==> src/urp_pkg.sv <==
// Shared types and constants for the UDP tracker response parser.
package urp_pkg;

    // expected response kinds (configuration codes)
    localparam logic [1:0] KIND_CONNECT  = 2'd0;
    localparam logic [1:0] KIND_ANNOUNCE = 2'd1;
    localparam logic [1:0] KIND_SCRAPE   = 2'd2;

    // record kinds on the result channel
    localparam logic [2:0] REC_CONN_ID   = 3'd0;
    localparam logic [2:0] REC_ANNOUNCE  = 3'd1;
    localparam logic [2:0] REC_PEER      = 3'd2;
    localparam logic [2:0] REC_SCRAPE    = 3'd3;
    localparam logic [2:0] REC_DONE_OK   = 3'd4;
    localparam logic [2:0] REC_DONE_FAIL = 3'd5;

    // register indexes on the configuration port
    localparam logic REG_EXPECTED_KIND = 1'b0;
    localparam logic REG_HASH_COUNT    = 1'b1;

    localparam logic [31:0] ACTION_ERROR  = 32'd3;
    localparam logic [6:0]  MAX_HASHES    = 7'd64;
    localparam logic [15:0] PEER_PORT_MAX = 16'd65000;
    localparam logic [15:0] LEN_CONNECT   = 16'd16;
    localparam logic [15:0] LEN_ANNOUNCE  = 16'd20;
    localparam logic [15:0] LEN_SCRAPE_HD = 16'd8;
    localparam logic [15:0] COUNT_MAX     = 16'hFFFF;

    typedef struct packed {
        logic [7:0] data_byte;
        logic       last_byte;
    } t_in_item;

    typedef struct packed {
        logic [2:0]  record_kind;
        logic [63:0] field_a;
        logic [31:0] field_b;
        logic [31:0] field_c;
        logic [13:0] entry_index;
        logic        end_of_packet;
    } t_out_item;

    typedef struct packed {
        logic [1:0] expected_kind;
        logic [6:0] scrape_hash_count;
    } t_cfg;

    // results produced by one byte: at most one record, then possibly a status
    typedef struct packed {
        logic [1:0] count;
        t_out_item  first;
        t_out_item  second;
    } t_push;

    typedef struct packed {
        logic [2:0] count;
        logic       room;
    } t_q_status;

endpackage

==> src/udp_tracker_response_parser.sv <==
// Top level of the UDP tracker response parser.
//
//  channel   direction  handshake                payload
//  in        input      i_in_valid / o_in_ready  i_in_data  (t_in_item)
//  out       output     o_out_valid / i_out_ready o_out_data (t_out_item)
//  cfg       input      psel/penable/pwrite       paddr, pwdata, prdata
//
// One byte per cycle while input ready is high. A byte is parsed in the cycle it
// transfers; its records enter a four-entry queue, which drives the output.
// Input ready drops only while the queue holds more than two records, so a
// stalled output pauses the input once more than two records wait.
// Reset clears packet state and the queue; registers go to connect, one hash.
module udp_tracker_response_parser (
    input  logic               i_clk,
    input  logic               i_rst_n,
    input  logic               i_in_valid,
    output logic               o_in_ready,
    input  urp_pkg::t_in_item  i_in_data,
    output logic               o_out_valid,
    input  logic               i_out_ready,
    output urp_pkg::t_out_item o_out_data,
    input  logic               psel,
    input  logic               penable,
    input  logic               pwrite,
    input  logic [2:0]         paddr,
    input  logic [31:0]        pwdata,
    output logic [31:0]        prdata,
    output logic               pready
);
    import urp_pkg::*;

    t_cfg      w_cfg;
    t_push     w_push;
    t_q_status w_qs;
    logic      w_fire;

    assign o_in_ready = w_qs.room;
    assign w_fire     = i_in_valid && o_in_ready;

    urp_cfg u_cfg (
        .i_clk   (i_clk),
        .i_rst_n (i_rst_n),
        .psel    (psel),
        .penable (penable),
        .pwrite  (pwrite),
        .paddr   (paddr),
        .pwdata  (pwdata),
        .prdata  (prdata),
        .pready  (pready),
        .o_cfg   (w_cfg)
    );

    urp_parser u_parser (
        .i_clk   (i_clk),
        .i_rst_n (i_rst_n),
        .i_fire  (w_fire),
        .i_item  (i_in_data),
        .i_cfg   (w_cfg),
        .o_push  (w_push)
    );

    urp_outq u_outq (
        .i_clk    (i_clk),
        .i_rst_n  (i_rst_n),
        .i_push   (w_push),
        .o_valid  (o_out_valid),
        .i_ready  (i_out_ready),
        .o_item   (o_out_data),
        .o_status (w_qs)
    );

    a_q_bound: assert property (@(posedge i_clk) disable iff (!i_rst_n)
        w_qs.count <= 3'd4)
        else $error("result queue overflow");

    a_status_queued: assert property (@(posedge i_clk) disable iff (!i_rst_n)
        (w_fire && i_in_data.last_byte) |=> o_out_valid)
        else $error("status record missing after last byte");

    a_eop_kind: assert property (@(posedge i_clk) disable iff (!i_rst_n)
        (o_out_valid && o_out_data.end_of_packet) |->
        (o_out_data.record_kind == REC_DONE_OK || o_out_data.record_kind == REC_DONE_FAIL))
        else $error("end of packet on a non-status record");

    a_two_needs_last: assert property (@(posedge i_clk) disable iff (!i_rst_n)
        (w_push.count == 2'd2) |-> (w_fire && i_in_data.last_byte))
        else $error("double push without last byte");

endmodule

==> src/urp_cfg.sv <==
// APB configuration registers: expected kind and scrape hash count.
module urp_cfg (
    input  logic          i_clk,
    input  logic          i_rst_n,
    input  logic          psel,
    input  logic          penable,
    input  logic          pwrite,
    input  logic [2:0]    paddr,
    input  logic [31:0]   pwdata,
    output logic [31:0]   prdata,
    output logic          pready,
    output urp_pkg::t_cfg o_cfg
);
    import urp_pkg::*;

    logic [1:0] r_kind, n_kind;
    logic [6:0] r_hcnt, n_hcnt;
    logic       w_wr;

    assign pready = 1'b1;
    assign w_wr   = psel && penable && pwrite;

    always_comb begin
        n_kind = r_kind;
        n_hcnt = r_hcnt;
        if (w_wr) begin
            unique case (paddr[2])
                REG_EXPECTED_KIND: n_kind = pwdata[1:0];
                REG_HASH_COUNT:    n_hcnt = pwdata[6:0];
                default: ;
            endcase
        end
    end

    always_ff @(posedge i_clk) begin
        if (!i_rst_n) begin
            r_kind <= KIND_CONNECT;
            r_hcnt <= 7'd1;
        end else begin
            r_kind <= n_kind;
            r_hcnt <= n_hcnt;
        end
    end

    always_comb begin
        unique case (paddr[2])
            REG_EXPECTED_KIND: prdata = {30'd0, r_kind};
            REG_HASH_COUNT:    prdata = {25'd0, r_hcnt};
            default:           prdata = 32'd0;
        endcase
    end

    assign o_cfg.expected_kind     = r_kind;
    assign o_cfg.scrape_hash_count = r_hcnt;

endmodule

==> src/urp_parser.sv <==
// Byte parser: packet state, field accumulators and record generation.
module urp_parser (
    input  logic              i_clk,
    input  logic              i_rst_n,
    input  logic              i_fire,
    input  urp_pkg::t_in_item i_item,
    input  urp_pkg::t_cfg     i_cfg,
    output urp_pkg::t_push    o_push
);
    import urp_pkg::*;

    logic [15:0] r_count, n_count;
    logic [31:0] r_action, n_action;
    logic [63:0] r_acc_a, n_acc_a;
    logic [31:0] r_acc_b, n_acc_b;
    logic [31:0] r_acc_c, n_acc_c;
    logic        r_bad, n_bad;
    logic [13:0] r_entry, n_entry;
    // offset within a 6-byte peer, and position within scrape triples
    logic [2:0]  r_off6, n_off6;
    logic [3:0]  r_off12, n_off12;
    logic [12:0] r_idx12, n_idx12;

    logic [7:0]  w_b;
    logic [1:0]  w_kind;
    logic [6:0]  w_hc;
    logic [15:0] w_need;
    logic        w_ok;
    logic [15:0] w_port;

    assign w_b    = i_item.data_byte;
    assign w_kind = i_cfg.expected_kind;
    assign w_hc   = (i_cfg.scrape_hash_count > MAX_HASHES) ? MAX_HASHES
                                                           : i_cfg.scrape_hash_count;

    always_comb begin
        n_count = r_count;
        n_action = r_action;
        n_acc_a = r_acc_a;
        n_acc_b = r_acc_b;
        n_acc_c = r_acc_c;
        n_bad = r_bad;
        n_entry = r_entry;
        n_off6 = r_off6;
        n_off12 = r_off12;
        n_idx12 = r_idx12;
        o_push = '0;
        w_need = LEN_CONNECT;
        w_ok = 1'b0;
        w_port = 16'd0;

        if (i_fire && r_count != COUNT_MAX) begin
            n_count = r_count + 16'd1;
            if (r_count < 16'd4) begin
                n_action = {r_action[23:0], w_b};
                if (r_count == 16'd3 && (w_kind > KIND_SCRAPE || n_action == ACTION_ERROR ||
                                         n_action != {30'd0, w_kind}))
                    n_bad = 1'b1;
            end else if (r_count >= 16'd8 && !r_bad) begin
                case (w_kind)
                    KIND_CONNECT: begin
                        if (r_count < 16'd16) begin
                            n_acc_a = {r_acc_a[55:0], w_b};
                            if (r_count == 16'd15) begin
                                o_push.count = 2'd1;
                                o_push.first.record_kind = REC_CONN_ID;
                                o_push.first.field_a = n_acc_a;
                            end
                        end
                    end
                    KIND_ANNOUNCE: begin
                        if (r_count < 16'd12) begin
                            n_acc_a = {r_acc_a[55:0], w_b};
                        end else if (r_count < 16'd16) begin
                            n_acc_b = {r_acc_b[23:0], w_b};
                        end else if (r_count < 16'd20) begin
                            n_acc_c = {r_acc_c[23:0], w_b};
                            if (r_count == 16'd19) begin
                                o_push.count = 2'd1;
                                o_push.first.record_kind = REC_ANNOUNCE;
                                o_push.first.field_a = {32'd0, n_acc_a[31:0]};
                                o_push.first.field_b = n_acc_b;
                                o_push.first.field_c = n_acc_c;
                            end
                        end else begin
                            if (r_off6 < 3'd4)
                                n_acc_a = {r_acc_a[55:0], w_b};
                            else
                                n_acc_b = {r_acc_b[23:0], w_b};
                            if (r_off6 == 3'd5) begin
                                w_port = n_acc_b[15:0];
                                // zero address and out-of-range ports burn a slot
                                if (n_acc_a[31:0] != 32'd0 && w_port != 16'd0 &&
                                    w_port <= PEER_PORT_MAX) begin
                                    o_push.count = 2'd1;
                                    o_push.first.record_kind = REC_PEER;
                                    o_push.first.field_a = {32'd0, n_acc_a[31:0]};
                                    o_push.first.field_b = {16'd0, w_port};
                                    o_push.first.entry_index = r_entry;
                                end
                                n_entry = r_entry + 14'd1;
                            end
                        end
                    end
                    KIND_SCRAPE: begin
                        if (r_idx12 < {6'd0, w_hc}) begin
                            if (r_off12 < 4'd4)
                                n_acc_a = {r_acc_a[55:0], w_b};
                            else if (r_off12 < 4'd8)
                                n_acc_b = {r_acc_b[23:0], w_b};
                            else
                                n_acc_c = {r_acc_c[23:0], w_b};
                            if (r_off12 == 4'd11) begin
                                o_push.count = 2'd1;
                                o_push.first.record_kind = REC_SCRAPE;
                                o_push.first.field_a = {32'd0, n_acc_a[31:0]};
                                o_push.first.field_b = n_acc_b;
                                o_push.first.field_c = n_acc_c;
                                o_push.first.entry_index = {1'b0, r_idx12};
                                n_entry = {1'b0, r_idx12} + 14'd1;
                            end
                        end
                    end
                    default: ;
                endcase
            end
            // position trackers run regardless of kind so a mid-packet write works
            if (r_count >= 16'd8) begin
                if (r_off12 == 4'd11) begin
                    n_off12 = 4'd0;
                    n_idx12 = r_idx12 + 13'd1;
                end else begin
                    n_off12 = r_off12 + 4'd1;
                end
            end
            if (r_count >= 16'd20)
                n_off6 = (r_off6 == 3'd5) ? 3'd0 : r_off6 + 3'd1;
        end

        if (i_fire && i_item.last_byte) begin
            case (w_kind)
                KIND_CONNECT:  w_need = LEN_CONNECT;
                KIND_ANNOUNCE: w_need = LEN_ANNOUNCE;
                default:       w_need = LEN_SCRAPE_HD + ({9'd0, w_hc} << 3)
                                        + ({9'd0, w_hc} << 2);
            endcase
            w_ok = !n_bad && w_kind <= KIND_SCRAPE && n_count >= w_need;
            if (o_push.count == 2'd1) begin
                o_push.count = 2'd2;
                o_push.second.record_kind = w_ok ? REC_DONE_OK : REC_DONE_FAIL;
                o_push.second.end_of_packet = 1'b1;
            end else begin
                o_push.count = 2'd1;
                o_push.first.record_kind = w_ok ? REC_DONE_OK : REC_DONE_FAIL;
                o_push.first.end_of_packet = 1'b1;
            end
            n_count = 16'd0;
            n_action = 32'd0;
            n_acc_a = 64'd0;
            n_acc_b = 32'd0;
            n_acc_c = 32'd0;
            n_bad = 1'b0;
            n_entry = 14'd0;
            n_off6 = 3'd0;
            n_off12 = 4'd0;
            n_idx12 = 13'd0;
        end
    end

    always_ff @(posedge i_clk) begin
        if (!i_rst_n) begin
            r_count <= 16'd0;
            r_action <= 32'd0;
            r_acc_a <= 64'd0;
            r_acc_b <= 32'd0;
            r_acc_c <= 32'd0;
            r_bad <= 1'b0;
            r_entry <= 14'd0;
            r_off6 <= 3'd0;
            r_off12 <= 4'd0;
            r_idx12 <= 13'd0;
        end else begin
            r_count <= n_count;
            r_action <= n_action;
            r_acc_a <= n_acc_a;
            r_acc_b <= n_acc_b;
            r_acc_c <= n_acc_c;
            r_bad <= n_bad;
            r_entry <= n_entry;
            r_off6 <= n_off6;
            r_off12 <= n_off12;
            r_idx12 <= n_idx12;
        end
    end

endmodule

==> src/urp_outq.sv <==
// Four-entry result queue; takes up to two records per cycle, emits one while the output is ready.
module urp_outq (
    input  logic                i_clk,
    input  logic                i_rst_n,
    input  urp_pkg::t_push      i_push,
    output logic                o_valid,
    input  logic                i_ready,
    output urp_pkg::t_out_item  o_item,
    output urp_pkg::t_q_status  o_status
);
    import urp_pkg::*;

    t_out_item  r_mem [4];
    logic [1:0] r_wp, n_wp;
    logic [1:0] r_rp, n_rp;
    logic [2:0] r_cnt, n_cnt;
    logic       w_pop;

    assign o_valid = r_cnt != 3'd0;
    assign o_item  = r_mem[r_rp];
    assign w_pop   = o_valid && i_ready;

    always_comb begin
        n_wp  = r_wp + i_push.count;
        n_rp  = r_rp + {1'b0, w_pop};
        n_cnt = r_cnt + {1'b0, i_push.count} - {2'd0, w_pop};
    end

    always_ff @(posedge i_clk) begin
        if (!i_rst_n) begin
            r_wp  <= 2'd0;
            r_rp  <= 2'd0;
            r_cnt <= 3'd0;
        end else begin
            r_wp  <= n_wp;
            r_rp  <= n_rp;
            r_cnt <= n_cnt;
        end
    end

    always_ff @(posedge i_clk) begin
        if (i_push.count != 2'd0)
            r_mem[r_wp] <= i_push.first;
        if (i_push.count == 2'd2)
            r_mem[r_wp + 2'd1] <= i_push.second;
    end

    // room for the worst case of two records from the next byte
    assign o_status.count = r_cnt;
    assign o_status.room  = r_cnt <= 3'd2;

endmodule

==> config.mk <==
export PLATFORM = sky130hd
export DESIGN_NAME = udp_tracker_response_parser
export DESIGN_NICKNAME = d
export VERILOG_FILES = /design/src/urp_pkg.sv /design/src/udp_tracker_response_parser.sv /design/src/urp_cfg.sv /design/src/urp_parser.sv /design/src/urp_outq.sv
export SDC_FILE = /design/constraint.sdc
export NUM_CORES = 2
export LEC_CHECK = 0
export BUFFER_PORTS_ARGS = -buffer_cell sky130_fd_sc_hd__buf_2
export CORE_ASPECT_RATIO = 0.5
export CORE_UTILIZATION = 25
export DETAILED_ROUTE_END_ITERATION = 10
export PLACE_DENSITY_LB_ADDON = 0.1
export SYNTH_ARGS = -nofsm -noshare
export SYNTH_HDL_FRONTEND = slang
export SYNTH_SLANG_ARGS = --single-unit
==> constraint.sdc <==
create_clock -name i_clk -period 6.93 [get_ports i_clk]
set_clock_uncertainty 0.2 [all_clocks]
set_input_delay 1.386 -clock i_clk [delete_from_list [all_inputs] [get_ports i_clk]]
set_output_delay 1.386 -clock i_clk [all_outputs]
set_load 0.02 [all_outputs]
==> key figures <==
Run status
  • Outcome: finished, final reports clean

Synth
  • Synth top area share: 0.4749
  • Synth area leader: dfxtp_1
  • Dominant cells by area after synthesis: dfxtp_1 47%, a22o_1 12%, mux4_2 10%
  • Synth Flop Type: dfxtp_1
  • Cell Area, Synth: about 33000 um2
  • Syn avg cell area: around 11 um2
  • Yosys warning count: 0
  • Post-synth EDFFs: 8
  • Seq/Total Area, Yosys: 0.4823
  • Ys async rst share: 0
  • Post-synthesis register bit count: roughly 800
  • Unique masters post-synth: 76
  • Cells after Synth: ~3100

Worst hold path
  • Worst hold path depth: 2
  • Hold Path Class: reg -> reg

GRT
  • GRT Overall Usage: 0.1669
  • Grt peak-use layer: met2
  • Pin count of the biggest net entering global routing: 94
  • Met1 usage: 0.2465
  • Global-route wire length before repair: between 150 and 200 mm
  • GR Util met3: 0.02698
  • GRT Residual Overflow: 0
  • Met2 usage: 0.2524
  • Vias in the first global route: 24830
  • Initial antenna violation count: 6

Floorplan
  • Core area: ~130000 um2
  • Row count: 93
  • Ports: 232
  • Die Area: 132200 um2
  • Starting density of the core: 0.2529
  • Die Span X: 513.2 um
  • Die height: between 200 and 300 um

Setup path
  • CP Class: reg -> reg
  • Register-to-Register Path Depth: 17
  • Critical path launch point type: flip-flop
  • CP required: about 7.4 ns
  • Crit. End Element: flip-flop
  • Arrival @ worst endpoint: about 6.3 ns
  • Crit Path Max Fanout: 48
  • Worst setup startpoint: u_cfg.r_hcnt[6]
  • R2R setup slack: about 1.1 ns
  • Origin of the critical flop-to-flop path: u_cfg.r_hcnt[6]
  • Worst R2R End: u_outq.r_mem[1][55]
  • Worst setup endpoint: u_outq.r_mem[1][55]

Clock tree
  • CTS root buf: clkbuf_16
  • CTS tree: yes
  • Postcts setup bufs: 0
  • Clk sink count: roughly 800
  • Max clock buf depth: 3
  • Htree depth: 3
  • Total CTS buffers: 82
  • Skew-Pair Late Insertion Delay: ~0.69 ns
  • CTS resizes: 0
  • Post-cts hold buffer count: 0
  • Clk slew on worst S/H paths: approximately 0.060 ns

Finish
  • Most common cell after layout, fill and taps aside: dfxtp_1
  • Share of layout cells above drive strength 1: 0.1837
  • Final instance area: ~38000 um2
  • Final Net Count: between 3000 and 4000
  • Area delta synth->final: 16.40%
  • Fill cells: around 13000
  • Most frequent cells in the layout: 773 x dfxtp_1, 458 x a22o_1, 329 x nand2_1, 178 x nor2_1, 178 x buf_2

Detailed routing
  • Vias after detailed routing: about 25000
  • Iteration count of the initial detailed-routing pass: 8
  • Total wire length: 112.3 mm
  • Drt drc: 0
  • Vias per std cell: between 5 and 6
  • 1st-iter DRT viols: roughly 1700
  • Routed Antenna Nets: 0
  • Routed length per placed instance: about 23 um

Timing
  • Final hold slack: between 0.2 and 0.25 ns
  • Final setup viols: 0
  • Slew HR: 0.1966
  • Fin crit period: ~5.8 ns
  • Fmax: between 150 and 200 MHz
  • RSZ-0062 raised after global routing: false
  • Worst-margin pin slew: around 1.2 ns
  • Final slew viol count: 0
  • Final hold vios: 0
  • Period utilization: 0.8417

Placement
  • Dpl cell area: 35240 um2
  • GP Congestion: about 0.76
  • Detailed Place HPWL: 67.58 mm
  • Port buffer count: 178

Power and ir drop
  • Max VDD drop: approximately 0.19 mV
  • Lkg Pwr: ~0.015 uW
  • Pwr Density: ~270 nW/um2

Flow run
  • Max-cap viol count: 0
per-layer routing:
layer	part of all wire	wire, um
met4	0.019	2122
met2	0.44	49090
met5	0.00021	24
met1	0.50	56090
met3	0.044	4943
cells in the mapped netlist, types with 4 or more instances:
cell / n
dfxtp_1: 775
a22o_1: 458
nand2_1: 331
clkbuf_1: 222
nor2_1: 185
mux4_2: 145
a21oi_1: 123
o21ai_1: 120
nand3_1: 61
a22oi_1: 57
mux2i_1: 53
o21ai_0: 51
ha_1: 41
inv_1: 40
a22oi_4: 30
and2_1: 29
nor4_1: 29
buf_2: 28
buf_4: 27
buf_1: 26
a211oi_1: 22
nor3_1: 21
xnor2_1: 21
xor2_1: 21
nor2b_1: 19
nand4_1: 17
a31oi_1: 12
and3_1: 11
a21o_1: 8
edfxtp_1: 8
nand3b_1: 8
or3_1: 7
a21boi_0: 6
or4_1: 6
nor4b_1: 5
o211ai_1: 5
a221oi_1: 4
nand2b_1: 4
or2_2: 4
through the flow:
step / TNS (ns) / worst slack (ns) / cells / utilization / total power (uW)
2_1_floorplan: 0 / 1.500 / 3126 / - / 5337
3_3_place_gp: -19.90 / -0.1772 / 4772 / 0.2727 / 5689
3_5_place_dp: 0 / 0.5149 / 4773 / 0.2728 / 5695
4_1_cts: 0 / 1.083 / 4921 / 0.2944 / 10390
5_1_grt: 0 / 0.6191 / 4922 / 0.2944 / 10630
6_report: 0 / 1.097 / 4923 / 0.2944 / 10200
cell families after synthesis:
| family | share of synthesized area |
|---|---|
| other cells | 0.0002299 |
| buf+inv | 0.04592 |
| fa+ha+maj | 0.01693 |
| simple gates | 0.1040 |
| mux | 0.1165 |
| xor+xnor | 0.01126 |
| compound gates | 0.2228 |
| flops | 0.4823 |
area by class of cell:
type                       instances  area, um2  share of cell area
sequential                       783      15760              0.4145
inverter                          40      150.1            0.003949
timing repair buffer             245       1544             0.04061
antenna                            2      5.005           0.0001316
tap                             1710       2140             0.05627
multi-input combinational       1995      15650              0.4115
clock buffer                     119       2421             0.06367
clock inverter                    29      356.6            0.009378
report_power, final:
part	switching, uW	internal [uW]
Combinational	609	318
Sequential	98.3	4530
Clock	2010	2630
sequential cells by signal (all words and copies together) (netlist names), 7 cells and up:
signal	count
u_cfg.r_hcnt	7
u_outq.r_mem	580
u_parser.r_acc_a	56
u_parser.r_acc_b	32
u_parser.r_acc_c	24
u_parser.r_action	24
u_parser.r_count	16
u_parser.r_entry	14
u_parser.r_idx12	13
worst min-delay path by stage:
stage | endpoint | slack (ns) | startpoint
floorplan | u_outq.r_mem[2][144] | 0.22 | u_outq.r_mem[2][144]
global placement | u_outq.r_mem[2][80] | 0.23 | u_outq.r_mem[2][80]
detailed placement | u_outq.r_mem[3][81] | 0.24 | u_outq.r_mem[3][81]
CTS | u_outq.r_mem[3][81] | 0.25 | u_outq.r_mem[3][81]
global route | u_outq.r_mem[0][82] | 0.26 | u_outq.r_mem[0][82]
finish | u_outq.r_mem[2][107] | 0.25 | u_outq.r_mem[2][107]
worst max-delay path, stage by stage, from the launching register on:
cell	delay, ns
dfxtp_1	0.43
inv_1	0.21
nand2_1	0.16
ha_1	0.30
nor4bb_1	0.39
nand3_1	0.19
o211a_1	0.35
and3_1	0.35
or2_2	0.32
buf_4	0.23
o31ai_1	0.54
ha_1	0.46
nor2_1	0.09
inv_1	0.16
o21ai_0	0.26
nand2b_4	0.50
buf_12	0.35
a22o_1	0.20
Power figures use the tool's default switching activity.
